==> src/rtl/svie_ram.sv <==
// svie_ram: generic single-write, single-read synchronous RAM with registered read
// no dependencies
`default_nettype none

module svie_ram #(
	parameter int WIDTH = 32,
	parameter int DEPTH = 16
) (
	input  wire logic                                     clk,
	input  wire logic                                     we,
	input  wire logic [((DEPTH > 1) ? $clog2(DEPTH) : 1)-1:0] waddr,
	input  wire logic [WIDTH-1:0]                         wdata,
	input  wire logic [((DEPTH > 1) ? $clog2(DEPTH) : 1)-1:0] raddr,
	output logic      [WIDTH-1:0]                         rdata
);

	logic [WIDTH-1:0] mem_q [DEPTH];

	always_ff @(posedge clk) begin
		if (we) begin
			mem_q[waddr] <= wdata;
		end
		rdata <= mem_q[raddr];
	end

endmodule

`default_nettype wire

==> config.mk <==
export PLATFORM = sky130hd
export DESIGN_NAME = svie_ram
export DESIGN_NICKNAME = d
export VERILOG_FILES = /design/src/rtl/svie_ram.sv
export SDC_FILE = /design/constraint.sdc
export NUM_CORES = 1
export LEC_CHECK = 0
export ABC_AREA = 0
export BUFFER_PORTS_ARGS = -buffer_cell sky130_fd_sc_hd__buf_2
export CAP_MARGIN = 25
export CORE_ASPECT_RATIO = 1.1
export CORE_MARGIN = 2
export CORE_UTILIZATION = 65
export DETAILED_ROUTE_END_ITERATION = 8
export PLACE_DENSITY = 0.89
export SETUP_SLACK_MARGIN = 0.02
export SYNTH_ARGS = -nofsm -noshare
export SYNTH_HDL_FRONTEND = slang
export SYNTH_SLANG_ARGS = --single-unit
==> constraint.sdc <==
create_clock -name clk -period 9.1 [get_ports clk]
set_clock_uncertainty 0.05 [all_clocks]
set_input_delay 1.365 -clock clk [delete_from_list [all_inputs] [get_ports clk]]
set_output_delay 1.365 -clock clk [all_outputs]
set_load 0.01 [all_outputs]
# [After elaboration in Yosys (flattened, before gate mapping)]
# Memory sizes are Yosys's and may differ from the RTL's. A register that Yosys moved wholly into a read port is not among the register bits.
# Cells that the tools add are included.
[totals] regBits=0 latch_bits=0 ramBits=512 mem_bits_ro=0 inputBits=42 out_inout_bits=32 word_cells=3 mem_count=1
[memory_table] memory="mem_q" words=16 word_bits=32 rd=1 rd_clocked_by_memory_dff=1 wr=1 line_no="17" source="logic [WIDTH-1:0] mem_q [DEPTH];"
[op_classes] add_sub_neg=0 multipliers=0 n_div=0 n_lt_le_gt_ge=0 n_eq_ne=0 n_shift=0 n_mux=2 bitwise_logic=0 reduce_logical=0
[ops] op="1-bit 2-to-1 mux" n=2

# [Depth between registers and ports, before layout]
# Gate-level depths: netlist of run 1.
[depth] depth_word=2 depth_mapped=5 mapped_depth_nobuf=3

# [Least setup slack after synthesis of run 1]
# OpenSTA, ideal clock, no wires.
[synth_timing] path_type="input to register" startpoint="input waddr[2] (netlist bit)" endpoint="memory mem_q[0][0], enable pin" setup_ns=0.461 arrival_time_ns=4.083 required_ns=8.589 setup_slack_ns=4.505 stages=2 path_buffers=0 path_cell_list="or3b_2 > nor3_1"
[synth_rtl] item="from (decl)" line_no="11" source="input wire logic [((DEPTH > 1) ? $clog2(DEPTH) : 1)-1:0] waddr,"
[synth_rtl] item="to (decl)" line_no="17"
# No word-level cell before the write port.

==> results of run 1 <==
[placed cells by master (no fill, tap or decap), types with 4 or more instances in the layout]
cell and n:
edfxtp_1 512, mux4_2 128, buf_2 71, a22oi_1 64, clkbuf_16 50, nand2_1 33
dfxtp_1 32, buf_4 21, clkbuf_1 15, nor2_4 13, clkinv_2 8, clkbuf_8 8
clkinv_1 7, nor3_2 4
[sequential cells by signal (all words and copies together), names as in the netlist]
name and count:
mem_q 512, rdata 32
[worst paths after layout]
path / startpoint / slack (ns) / endpoint
max: raddr[0] / 5.56 / rdata[25]
min: mem_q[15][1] / 0.62 / rdata[1]
max reg2reg: mem_q[11][25] / 7.61 / rdata[25]
min reg2reg: mem_q[15][1] / 0.62 / rdata[1]
[synth_stat cells]
cell,number
edfxtp_1,512
mux4_2,128
a22oi_1,64
nand2_1,33
dfxtp_1,32
clkbuf_1,17
nor2_1,13
buf_4,11
buf_1,9
buf_2,4
nor3_1,4
buf_6,2
nand2b_1,2
nand3b_1,2
nor2b_1,2
and2_1,1
nand3_1,1
or3b_2,1
[worst max-delay path, stage by stage]
cell and delay [ns]:
clkbuf_8 0.19, buf_16 0.44, buf_4 0.84, mux4_2 0.65
a22oi_1 0.23, nand2_1 0.12
[metal layers]
layer	vias to the layer above	share of wire, %	global-route usage (%)
met4	2	4.1	11.5
met2	743	50	48.1
met5	-	0.030	0
li1	3778	-	-
met1	5015	35	41.9
met3	158	11	6.28
[per-stage QoR]
stage,utilization [%],instance area (um^2),power [mW],hold slack (ns)
after floorplan,-,19900,3.01,0.585
after global placement,68.8,20800,3.10,0.595
after detailed placement,68.9,20900,3.12,0.605
after CTS,74.1,22400,5.09,0.620
after global routing,74.3,22500,5.19,0.648
final,74.3,22500,5.09,0.624
[cells by family after synthesis]
family / synth area share, %
mux: 14.5
buf+inv: 1.12
simple gates: 1.27
flops: 80.7
compound gates: 2.42
[layout make-up]
class                   instances  area (um^2)
multi-input cells             251         3750
repair buffers                 97          622
well taps                     414          518
flip-flops and latches        544        16000
clock buffers                  72         1400
fillers                      1485         7790
diodes                          2         5.00
clock inverters                19          159
[power groups by stage]
stage / clock network [mW] / logic [mW] / registers (mW)
after detailed placement: 0 / 0.244 / 2.87
after global routing: 2.09 / 0.269 / 2.83
final: 2.01 / 0.254 / 2.82
after floorplan: 0 / 0.134 / 2.88
after global placement: 0 / 0.230 / 2.87
after CTS: 2.02 / 0.251 / 2.82
==> metrics, run 1 <==
outcome complete, no violations; Clock Latency Late Sink 0.57 ns; CP Capture Type register; WL/cell 33.0 um; Post-Synthesis Cell Area 19900 um^2; dpl hpwl 22000 um; Pins Over Slew Limit 0; area grow syn2layout 13.2%; Root Buffer clkbuf_16; Max-Cap Viols 0; Setup Buffers After CTS 0; Nets 985; top cells by area, synth edfxtp_1 (77%), mux4_2 (15%), dfxtp_1 (3.2%); Register-to-Register Path Depth 3; total number of vias 9696; drt drc 0; CTS Buf Count 49; Clk pwr share 39.5%; io pins 74; Yosys reg bits 544; Hold Crit Depth 3; Mapped Nets 880; Cell variety after synth 18; Combinational Power Share 5.0%; largest net degree at the start of global routing 82; RSZ-0062 raised after global routing false; Synth top area share 77.4%; Inst Count DP 1304; maximum clock insertion buffer count 3; hold_buf cts 0; final hold vios 0; vias per inst 6.93; Arr. time, crit path 3.92 ns; final setup margin 5.56 ns; final worst-path cycle share 38.9%; Worst Path Class, Setup in2reg; die width 171 um; core area 30300 um^2; worst slew pin tran 1.06 ns; GR Overflow Total 0; Ys Warns 0; CTS tree done; IO Port Bufs 73; vias in the first global route 10000; DRT iter0 DRCs 1699; die span in y 187 um; # setup viols final 0; Worst Hold Class reg2reg; dominant cell type by area after synthesis edfxtp_1; number of routed nets with antenna violations 0; CTS HTree Levels 2; part of the power in registers 55.5%; Switch Pwr 1.06 mW; Die Area 32000 um^2; Post-Syn Area per Cell 23.7 um^2; startpoint types primary input; Post-Syn Instances 838; Pre-Repair DR Iteration Count 5; GRT Util Overall 30.1%; antenna violations before repair 2; Crit path required time 9.48 ns; Slew headroom 29.6%; PD cells 226 nW/um^2; global-route wire length before repair 67300 um; sequential element share of the synthesized area 80.7%; leakage dissipation 7.24 nW; Fin Setup TNS 0 ns; clock sinks 544; post-layout min period 3.54 ns; Post-Place Worst Slack 4.77 ns; Worst IR Drop VDD 0.158 mV; Max Freq 282 MHz; CTS resizes 0; sw frac 20.8%; Starting Density 65.6%; Final Non-Filler Cells 1399; gpl congestion 0.705; # rows 67; Critical Path Fanout Max 72; Clock transition at path regs 0.06 ns; DRT Wirelength 46200 um; internal power 4.03 mW; ratio of cells with drive above 1 in the final layout 32.0%
Note: power is estimated with default switching activity, not from simulation.
==> run 2, diff against run 1 <==
Settings changed: CORE_UTILIZATION 65 to 61, PLACE_DENSITY 0.89 to 0.85.
Clock period 9.1 ns to 3.4 ns, I/O delays scaled along.
==> run 2 against run 1 <==
  * Clock-buffer cell count down 1
  * Flip-flop and latch count unchanged
  * Worst setup slack worse by 4.2 ns
  * Clock power rose to 2.8 times the previous value
  * Wire length down 5.0%
  * Global-route usage down 3.4 points
  * Critical endpoint is now mem_q[11][5]
  * Highest routed layer is now met4
==> metrics, run 2 (synthesized netlist as in run 1, its figures left out) <==
outcome complete, no violations; ratio of cells with drive above 1 in the final layout 32.9%; CTS resizes 0; Die Area 34000 um^2; Max-Cap Viols 0; DRT Wirelength 43900 um; CTS tree done; PD cells 610 nW/um^2; drt drc 0; Switch Pwr 2.83 mW; max reg flops 512; GR Overflow Total 0; CP Capture Type register; Root Buffer clkbuf_16; maximum clock insertion buffer count 3; slack of the worst reg-to-reg path 1.90 ns; internal power 11.0 mW; Crit path required time 3.59 ns; final hold vios 0; Worst Hold Launch wdata[27]; Clock transition at path regs 0.06 ns; Slew headroom 54.0%; largest register by flop count mem_q; Hold Crit Depth 1; worst slew pin tran 0.688 ns; core area 32200 um^2; Clk pwr share 40.5%; Clock Latency Late Sink 0.57 ns; Register Area 16000 um^2; # setup viols final 0; Worst Path Class, Setup in2reg; reg2reg end rdata[31]; global-route wire length before repair 65100 um; Combinational Power Share 4.9%; CTS Buf Count 50; part of the power in registers 54.6%; Pins Over Slew Limit 0; GRT Util Overall 26.7%; Pre-Repair DR Iteration Count 7; post-route cell area 22700 um^2; post-layout min period 2.04 ns; sw frac 20.4%; number of routed nets with antenna violations 0; Register-to-Register Path Depth 3; Fin Setup TNS 0 ns; die span in y 193 um; antenna violations before repair 1; hold_buf cts 0; area grow syn2layout 14.3%; clock sinks 544; IO Port Bufs 73; vias in the first global route 10100; WL/cell 30.8 um; CTS HTree Levels 2; Multi-input gate area 3770 um^2; io pins 74; hold endpoint mem_q[12][27]; # rows 69; Starting Density 61.7%; startpoint types primary input; Nets 998; Worst Hold Class in2reg; critical path, cell by cell buf_2 > nand3b_1 > nor2_4 > buf_4; gpl congestion 0.745; final worst-path cycle share 60.1%; DRT iter0 DRCs 1303; Max Freq 490 MHz; slowest stage delay, CP 0.69 ns; largest net degree at the start of global routing 73; RSZ-0062 raised after global routing false; leakage dissipation 7.34 nW; Arr. time, crit path 2.23 ns; Power, Total 13.8 mW; Critical-path top delay cell nor2_4; Top Registers mem_q: 512 flops, rdata: 32 flops; Layout fillers 1712; Post-DP Area 21100 um^2; vias per inst 6.65; Worst IR Drop VDD 0.420 mV; dpl hpwl 23300 um; Setup Buffers After CTS 0; worst r2r src mem_q[1][31]; most common cell after layout, fill and taps aside edfxtp_1; total number of vias 9471; Critical Path Fanout Max 13; most frequent cells in the layout edfxtp_1 (512), mux4_2 (128), buf_2 (71), a22oi_1 (64), clkbuf_16 (53); die width 176 um
run 2: worst max-delay path, delay by kind of cell:
kind	cells	cell delay [ns]
simple gates	2	1.20
buf+inv	2	0.51
run 2: worst max-delay path by stage:
stage	from	endpoint	slack, ns
2_1_floorplan	we	mem_q[12][0]	0.04
3_3_place_gp	waddr[2]	mem_q[1][23]	0.93
3_5_place_dp	waddr[2]	mem_q[11][6]	0.84
4_1_cts	waddr[2]	mem_q[11][5]	1.42
5_1_grt	waddr[2]	mem_q[11][5]	1.35
6_report	waddr[2]	mem_q[11][5]	1.36
run 2: layer usage:
layer | GRT usage (%) | vias to the layer above | wire [um]
met5 | 0 | - | 0
met4 | 10.4 | 0 | 1580
met3 | 5.37 | 109 | 4030
met2 | 44.2 | 619 | 22700
met1 | 35.7 | 4931 | 15600
li1 | - | 3812 | -
run 2: final cells by class:
cell class / count / area share (%)
clock inverters: 22 / 1.05
well taps: 426 / 2.35
repair buffers: 109 / 3.29
multi-input cells: 251 / 16.6
diodes: 1 / 0.0110
flip-flops and latches: 544 / 70.6
clock buffers: 71 / 6.14
run 2: power groups by stage:
stage / registers (mW) / logic (mW) / clock network [mW]
2_1_floorplan: 7.69 / 0.360 / 0
3_3_place_gp: 7.67 / 0.649 / 0
3_5_place_dp: 7.69 / 0.672 / 0
4_1_cts: 7.55 / 0.688 / 5.64
5_1_grt: 7.56 / 0.730 / 5.87
6_report: 7.55 / 0.685 / 5.60
run 2: per-stage QoR:
stage	util, %	setup slack, ns	std cells	hold WS (ns)
final	70.5	1.36	1424	0.271
after floorplan	-	0.0382	838	0.559
after CTS	70.5	1.42	1423	0.255
after detailed placement	65.4	0.841	1330	0.610
after global placement	65.4	0.927	1330	0.594
after global routing	70.5	1.35	1424	0.262
