File: config.mk
export PLATFORM = sky130hd
export DESIGN_NAME = svie_div
export DESIGN_NICKNAME = d
export VERILOG_FILES = /design/src/rtl/svie_pkg.sv /design/src/rtl/svie_div.sv
export SDC_FILE = /design/constraint.sdc
export NUM_CORES = 1
export LEC_CHECK = 0
export ABC_CLOCK_PERIOD_IN_PS = 7440
export BUFFER_PORTS_ARGS = -buffer_cell sky130_fd_sc_hd__buf_2
export CORE_AREA = 2 2 151 153
export DETAILED_ROUTE_END_ITERATION = 10
export DIE_AREA = 0 0 153 155
export PLACE_DENSITY_LB_ADDON = 0.3
export SYNTH_ARGS = -nofsm -noshare
export SYNTH_HDL_FRONTEND = slang
export SYNTH_SLANG_ARGS = --single-unit
File: constraint.sdc
create_clock -name clk -period 7.44 [get_ports clk]
set_input_delay 1.116 -clock clk [delete_from_list [all_inputs] [get_ports clk]]
set_output_delay 1.116 -clock clk [all_outputs]
set_load 0.01 [all_outputs]
File: src/rtl/svie_pkg.sv
// svie_pkg: opcodes, error codes, controller states and saturation helper
// for the stack machine execution core; no dependencies
`default_nettype none

package svie_pkg;

	localparam logic [4:0] OP_PUSH_C = 5'd1;
	localparam logic [4:0] OP_PUSH_R = 5'd2;
	localparam logic [4:0] OP_POP    = 5'd3;
	localparam logic [4:0] OP_POP_R  = 5'd4;
	localparam logic [4:0] OP_IN     = 5'd5;
	localparam logic [4:0] OP_OUT    = 5'd6;
	localparam logic [4:0] OP_ADD    = 5'd7;
	localparam logic [4:0] OP_ADD_R  = 5'd8;
	localparam logic [4:0] OP_SUB    = 5'd9;
	localparam logic [4:0] OP_SUB_R  = 5'd10;
	localparam logic [4:0] OP_MUL    = 5'd11;
	localparam logic [4:0] OP_MUL_R  = 5'd12;
	localparam logic [4:0] OP_DIV    = 5'd13;
	localparam logic [4:0] OP_DIV_R  = 5'd14;
	localparam logic [4:0] OP_INC    = 5'd15;
	localparam logic [4:0] OP_DEC    = 5'd16;
	localparam logic [4:0] OP_MOV_C  = 5'd17;
	localparam logic [4:0] OP_MOV_R  = 5'd18;
	localparam logic [4:0] OP_LABEL  = 5'd19;
	localparam logic [4:0] OP_JMP    = 5'd20;
	localparam logic [4:0] OP_JE     = 5'd21;
	localparam logic [4:0] OP_JNE    = 5'd22;
	localparam logic [4:0] OP_JL     = 5'd23;
	localparam logic [4:0] OP_JG     = 5'd24;
	localparam logic [4:0] OP_CALL   = 5'd25;
	localparam logic [4:0] OP_RET    = 5'd26;
	localparam logic [4:0] OP_END    = 5'd27;

	localparam logic [2:0] ERR_NONE      = 3'd0;
	localparam logic [2:0] ERR_BAD_OP    = 3'd1;
	localparam logic [2:0] ERR_UNDERFLOW = 3'd2;
	localparam logic [2:0] ERR_OVERFLOW  = 3'd3;
	localparam logic [2:0] ERR_CALL      = 3'd4;
	localparam logic [2:0] ERR_DIV_ZERO  = 3'd5;
	localparam logic [2:0] ERR_BAD_REG   = 3'd6;

	localparam logic [31:0] Q_ONE   = 32'h0001_0000;
	localparam logic [31:0] SAT_MAX = 32'h7FFF_FFFF;
	localparam logic [31:0] SAT_MIN = 32'h8000_0000;

	typedef enum logic [2:0] {
		ST_IDLE,
		ST_RD2,
		ST_RD3,
		ST_EXEC,
		ST_MUL,
		ST_DIV,
		ST_WB
	} state_t;

	// clamp a 33-bit signed sum to 32 bits
	function automatic logic [31:0] sat33(input logic [32:0] s);
		logic [31:0] r;
		if (s[32] != s[31]) begin
			r = s[32] ? SAT_MIN : SAT_MAX;
		end else begin
			r = s[31:0];
		end
		return r;
	endfunction

endpackage

`default_nettype wire

File: src/rtl/svie_div.sv
// svie_div: Q16.16 saturating divider, restoring, one quotient bit per cycle
// depends on svie_pkg
`default_nettype none

module svie_div import svie_pkg::*; (
	input  wire logic        clk,
	input  wire logic        arst_n,
	input  wire logic        start,
	input  wire logic [31:0] dividend,
	input  wire logic [31:0] divisor,
	output logic             done,
	output logic [31:0]      quotient
);

	logic [47:0] sh_q;
	logic [31:0] rem_q;
	logic [31:0] den_q;
	logic        neg_q;
	logic [5:0]  cnt_q;
	logic        busy_q;
	logic        done_q;

	logic [31:0] mag_a;
	logic [31:0] mag_b;
	logic [32:0] trial;
	logic        fits;

	assign mag_a = dividend[31] ? (32'd0 - dividend) : dividend;
	assign mag_b = divisor[31] ? (32'd0 - divisor) : divisor;
	assign trial = {rem_q, sh_q[47]};
	assign fits  = trial >= {1'b0, den_q};

	always_ff @(posedge clk or negedge arst_n) begin
		if (!arst_n) begin
			busy_q <= 1'b0;
			done_q <= 1'b0;
			cnt_q  <= '0;
		end else begin
			done_q <= 1'b0;
			if (start) begin
				busy_q <= 1'b1;
				cnt_q  <= 6'd47;
			end else if (busy_q) begin
				if (cnt_q == '0) begin
					busy_q <= 1'b0;
					done_q <= 1'b1;
				end
				cnt_q <= cnt_q - 6'd1;
			end
		end
	end

	always_ff @(posedge clk) begin
		if (start) begin
			sh_q  <= {mag_a, 16'd0};
			rem_q <= '0;
			den_q <= mag_b;
			neg_q <= dividend[31] ^ divisor[31];
		end else if (busy_q) begin
			rem_q <= fits ? 32'(trial - {1'b0, den_q}) : trial[31:0];
			sh_q  <= {sh_q[46:0], fits};
		end
	end

	always_comb begin
		if (!neg_q) begin
			quotient = (|sh_q[47:31]) ? SAT_MAX : sh_q[31:0];
		end else if ((|sh_q[47:32]) || (sh_q[31] && (|sh_q[30:0]))) begin
			quotient = SAT_MIN;
		end else begin
			quotient = 32'd0 - sh_q[31:0];
		end
	end

	assign done = done_q;

endmodule

`default_nettype wire

; After elaboration in Yosys (flattened, before gate mapping)
; Index checks and enable logic that the tools add are counted.
[op_classes]
add_sub_neg = 5
n_lt_le_gt_ge = 1
mux = 16
bitwise_logic = 1
n_reduce_logical = 7
[op_table]
columns = cell, n
row1 = $mux W32, 5
row2 = $mux W48, 2
row3 = $sub A1 B32 Y32 const A, 3
row4 = $ge A33 B32 Y1, 1
row5 = $sub A32 B32 Y32, 1
row6 = $mux W31, 1
row7 = $reduce_or A31 Y1, 1
row8 = $reduce_or A17 Y1, 1
row9 = $reduce_or A16 Y1, 1
row10 = $mux W6, 2
row11 = $logic_not A6 Y1, 1
row12 = $mux W1, 6
row13 = $sub A6 B1 Y6 const B, 1
row14 = $reduce_bool A2 Y1, 1
row15 = $logic_and A1 B1 Y1, 1
row16 = $logic_or A1 B1 Y1, 1
row17 = $xor A1 B1 Y1, 1
[totals]
reg_bits = 121
elab_cells = 39

; Logic depth before layout (Yosys ltp)
[depth]
depth_word = 5
ltp_mapped = 13

; Worst setup path after synthesis
; Ideal clock, no wire load.
[synth_timing]
path_kind = reg2out
startpoint = register sh_q[8]
endpoint = output quotient[31]
arrival_time_ps = 3569
t_required_ps = 6324
slack_ps = 2755
stages_incl_launch_ff = 11
n_path_buf = 1
path_cell_list = dfxtp_1 buf_6 or4_4 or4_4 or4_4 or4b_4 or3_4 or3_4 nor3_4 xor2_1 a21boi_1
[synth_between]
elab_chain_cells = 5
[synth_rtl]
columns = item, line
row1 = "start, declared", svie_div.sv:15  ; logic [47:0] sh_q;
row2 = "start signal, assigned", svie_div.sv:55  ; sh_q <= {mag_a, 16'd0};
row3 = "start signal, assigned", svie_div.sv:61  ; sh_q <= {sh_q[46:0], fits};
row4 = branches (longest 3 deep; another with $sub A1 B32 Y32), n/a
row5 = $mux W32 (*), svie_div.sv:68  ; end else if ((|sh_q[47:32]) || (sh_q[31] && (|sh_q[30:0]))) begin
row6 = $mux W32 (*), svie_div.sv:66  ; if (!neg_q) begin
row7 = "end, declared", svie_div.sv:12  ; output logic [31:0] quotient
; Every way passes the cells marked *.

; Final worst setup path
[layout_timing]
startpoint = register sh_q[8]
endpoint = output quotient[15]
; The elaborated chain is that of the path after synthesis.

==> impl_metrics.csv <==
group,metric,value,unit
finish,final_nets,1157,
pwr,vdd_ir_drop_max,0.178,mV
sta,max_freq,0.167,GHz
sta,min_period,5.98,ns
routing,drc,0,
global_routing,antenna_found_initial,0,
sta,tightest_slew,0.966,ns
finish,seqCellArea,3110,sq um
cts,post_cts.repair.setup_buffers,0,
finish,syn_to_final_growth,14.5,%
pwr,leakage,0.00407,uW
yosys,synthTopCellsByArea,"edfxtp_1, dfxtp_1, xnor2_1, ha_1, mux2i_1",
worst_setup_path,critical_path_class,"flip-flop to primary output",
routing,avgViaCountPerCell,5.51,
floorplanning,die_w,153,um
worst_setup_path,crit_fanout,28,
global_routing,grtUsageTotal,17.1,%
routing,ant_nets,0,
finish,antenna_cells,0,
yosys,ys.flop_type,"edfxtp_1",
sta,fin_worst_skew,0.0138,ns
yosys,ys_types,67,
worst_setup_path,cp-start-kind,"flip-flop",
placed_design,place.gp.congestion,0.867,
global_routing,grt_pass1_wl,33800,um
routing,wl,20300,um
placed_design,place_ws,1.96,ns
pwr,power_density,293,nW/um^2
sta,report.final.slew_viol_count,0,
floorplanning,core_area,22200,sq um
routing,vias,7442,
yosys,post-synth-top-area-fraction,22.4,%
worst_setup_path,worstReg2RegStart,"den_q[1]$_DFFE_PP_",
worst_setup_path,r2r_slack,3.58,ns
yosys,synth-edff-count,65,
yosys,ys_ff_latch,121,
cts,clockBufferDepth,2,
sta,setup_viol,0,
yosys,syn-num-nets,1086,
cts,clock-sinks,121,
routing,drt-initial-drc-count,395,
finish,multi_input_area,5140,sq um
placed_design,port_buffers,99,
yosys,avgSynthCellArea,8.89,sq um
cts,clock_latency,0.42,ns
worst_setup_path,reg2reg_depth,12,
min_path,worst_hold_path.endpoint,"rem_q[31]$_SDFFE_PP0P_",
floorplanning,num_io_pins,100,
finish,drive_above_1_share,14.5,%
floorplanning,die-area,23700,sq um
global_routing,grt_max_degree,80,
yosys,ys_seq_area_share,35.7,%
cts,postCtsHoldBufs,0,
floorplanning,num_rows,55,
worst_setup_path,worstReg2RegEnd,"rem_q[19]$_SDFFE_PP0P_",
sta,min_period_over_period,80.4,%
floorplanning,start_util,39.2,%
sta,rsz0062_at_grt,"false",
status,status,"finished clean",
routing,wire_per_inst,15.1,um
yosys,yosysMostFrequentCell,"nand2_1",
sta,finalSetupTns,0,ns
cts,cts_tree,"yes",
cts,htree_num_levels,4,
job,max_cap_viol_count,0,
global_routing,grt_pass1_vias,7039,
yosys,synthTopCellsByCount,"nand2_1, xnor2_1, nor2_1, edfxtp_1, inv_1",
worst_setup_path,critPathCaptureType,"primary output",
routing,dr.pass1.iters,7,
min_path,hold_path.class,"flip-flop to flip-flop",
floorplanning,fp.dieH,155,um
sta,worst_slack,1.46,ns
placed_design,hpwl,14900,um
cts,numCtsBuffers,17,
worst_setup_path,cp.required,6.32,ns
yosys,yosysWarnings,0,
min_path,min-delay-start,"rem_q[31]$_SDFFE_PP0P_",
sta,relSlewSlack,35.6,%
cts,ctsResizeCount,0,
global_routing,grt_overflow_total,0,
cts,root_buffer,"clkbuf_16",
sta,hold_viol,0,
worst_setup_path,worstPathArrival,4.86,ns
min_path,worstHoldPathCells,2,
yosys,synth.largest_area_cell,"edfxtp_1",
yosys,syn_area,8720,sq um
yosys,netlist_instances,981,
finish,fill_cells,2195,
cts,clk_pin_slew_worst_paths,0.05,ns
yosys,async_reset_ff_share,6.61,%
-- per-stage QoR --
step / hold slack, ns / total power [uW] / cell area [sq um] / cells / utilization (%)
after floorplan: 0.451 / 1830 / 8720 / 981 / -
after global placement: 0.462 / 2100 / 9390 / 1318 / 42.3
after detailed placement: 0.469 / 2110 / 9390 / 1318 / 42.3
after CTS: 0.478 / 2940 / 9980 / 1350 / 44.9
after global routing: 0.495 / 3120 / 9980 / 1350 / 44.9
final: 0.477 / 2920 / 9980 / 1350 / 44.9
-- registers in the layout, summed over array words and instances, names as in the netlist --
register	flops
busy_q	1
cnt_q	6
den_q	32
done	1
neg_q	1
rem_q	32
sh_q	48
-- kinds of logic after synthesis --
logic type	synth area share [%]
flops	35.7
simple gates	18.7
xor+xnor	9.44
mux	4.48
compound gates	20.6
buf+inv	5.50
fa+ha+maj	5.54
-- cells in the final DEF, fill, tap and decap left out, types with 5 or more instances in the layout --
master / Yosys / final
or2_2: 7 / 7
inv_1: 62 / 62
and2_1: 8 / 8
or3_1: 16 / 16
a22o_1: 31 / 31
a211oi_1: 25 / 25
and3_1: 8 / 8
o311ai_0: 25 / 25
a21oi_1: 35 / 35
nand2b_1: 15 / 15
ha_1: 37 / 37
nand4_1: 5 / 5
nand3_1: 13 / 13
o21bai_1: 5 / 5
clkbuf_16: 0 / 18
o31ai_1: 26 / 26
xnor2_1: 80 / 80
o21a_1: 6 / 6
dfrtp_1: 8 / 7
or4_1: 18 / 18
nor2_1: 76 / 76
edfxtp_1: 65 / 65
nor4_1: 13 / 13
xor2_1: 14 / 14
o41ai_1: 17 / 17
o21ai_0: 54 / 54
nand2_1: 89 / 89
mux2i_1: 39 / 39
dfxtp_1: 48 / 48
nor3_1: 25 / 25
buf_2: 1 / 98
buf_4: 2 / 7
-- per-layer routing --
metal  up-vias  GRT usage (%)  part of all wire, %
met5         -              0                    0
met4         0           5.86                  1.9
met3        28           3.18                  3.4
met2       138           29.3                   48
met1      3492           21.7                   47
li1       3784              -                    -
-- layout make-up --
cell class,instances,share of cell area (%)
Multi-Input combinational cell,745,51.6
Clock inverter,8,0.928
Sequential cell,121,31.2
Tap cell,285,3.57
Clock buffer,24,4.94
Timing Repair Buffer,105,5.44
Inverter,62,2.33
-- critical path, cell delays in order, from the launching register on --
cell	delay, ns
dfxtp_1	0.38
or4_4	0.58
or3_2	0.45
nor4_1	0.50
nand3_1	0.14
o41ai_1	0.25
nand2b_1	0.55
inv_1	0.31
nand2_1	0.45
o311ai_0	0.61
buf_2	0.22
-- power by group --
group / internal [uW] / switching, uW
Sequential: 835 / 99.3
Combinational: 515 / 659
Clock: 527 / 286
Total: 1880 / 1040
-- how the worst max path moves through the flow --
stage	start	end	slack, ns	depth (start not counted)
6_report	sh_q[8]$_SDFFE_PP0P_	quotient[15]	1.46	10
2_1_floorplan	sh_q[8]$_SDFFE_PP0P_	quotient[31]	2.75	10
4_1_cts	sh_q[8]$_SDFFE_PP0P_	quotient[15]	1.51	10
3_3_place_gp	sh_q[8]$_SDFFE_PP0P_	quotient[10]	2.08	10
3_5_place_dp	sh_q[8]$_SDFFE_PP0P_	quotient[15]	1.96	10
5_1_grt	sh_q[8]$_SDFFE_PP0P_	quotient[15]	1.08	10
Power figures use the tool's default switching activity.
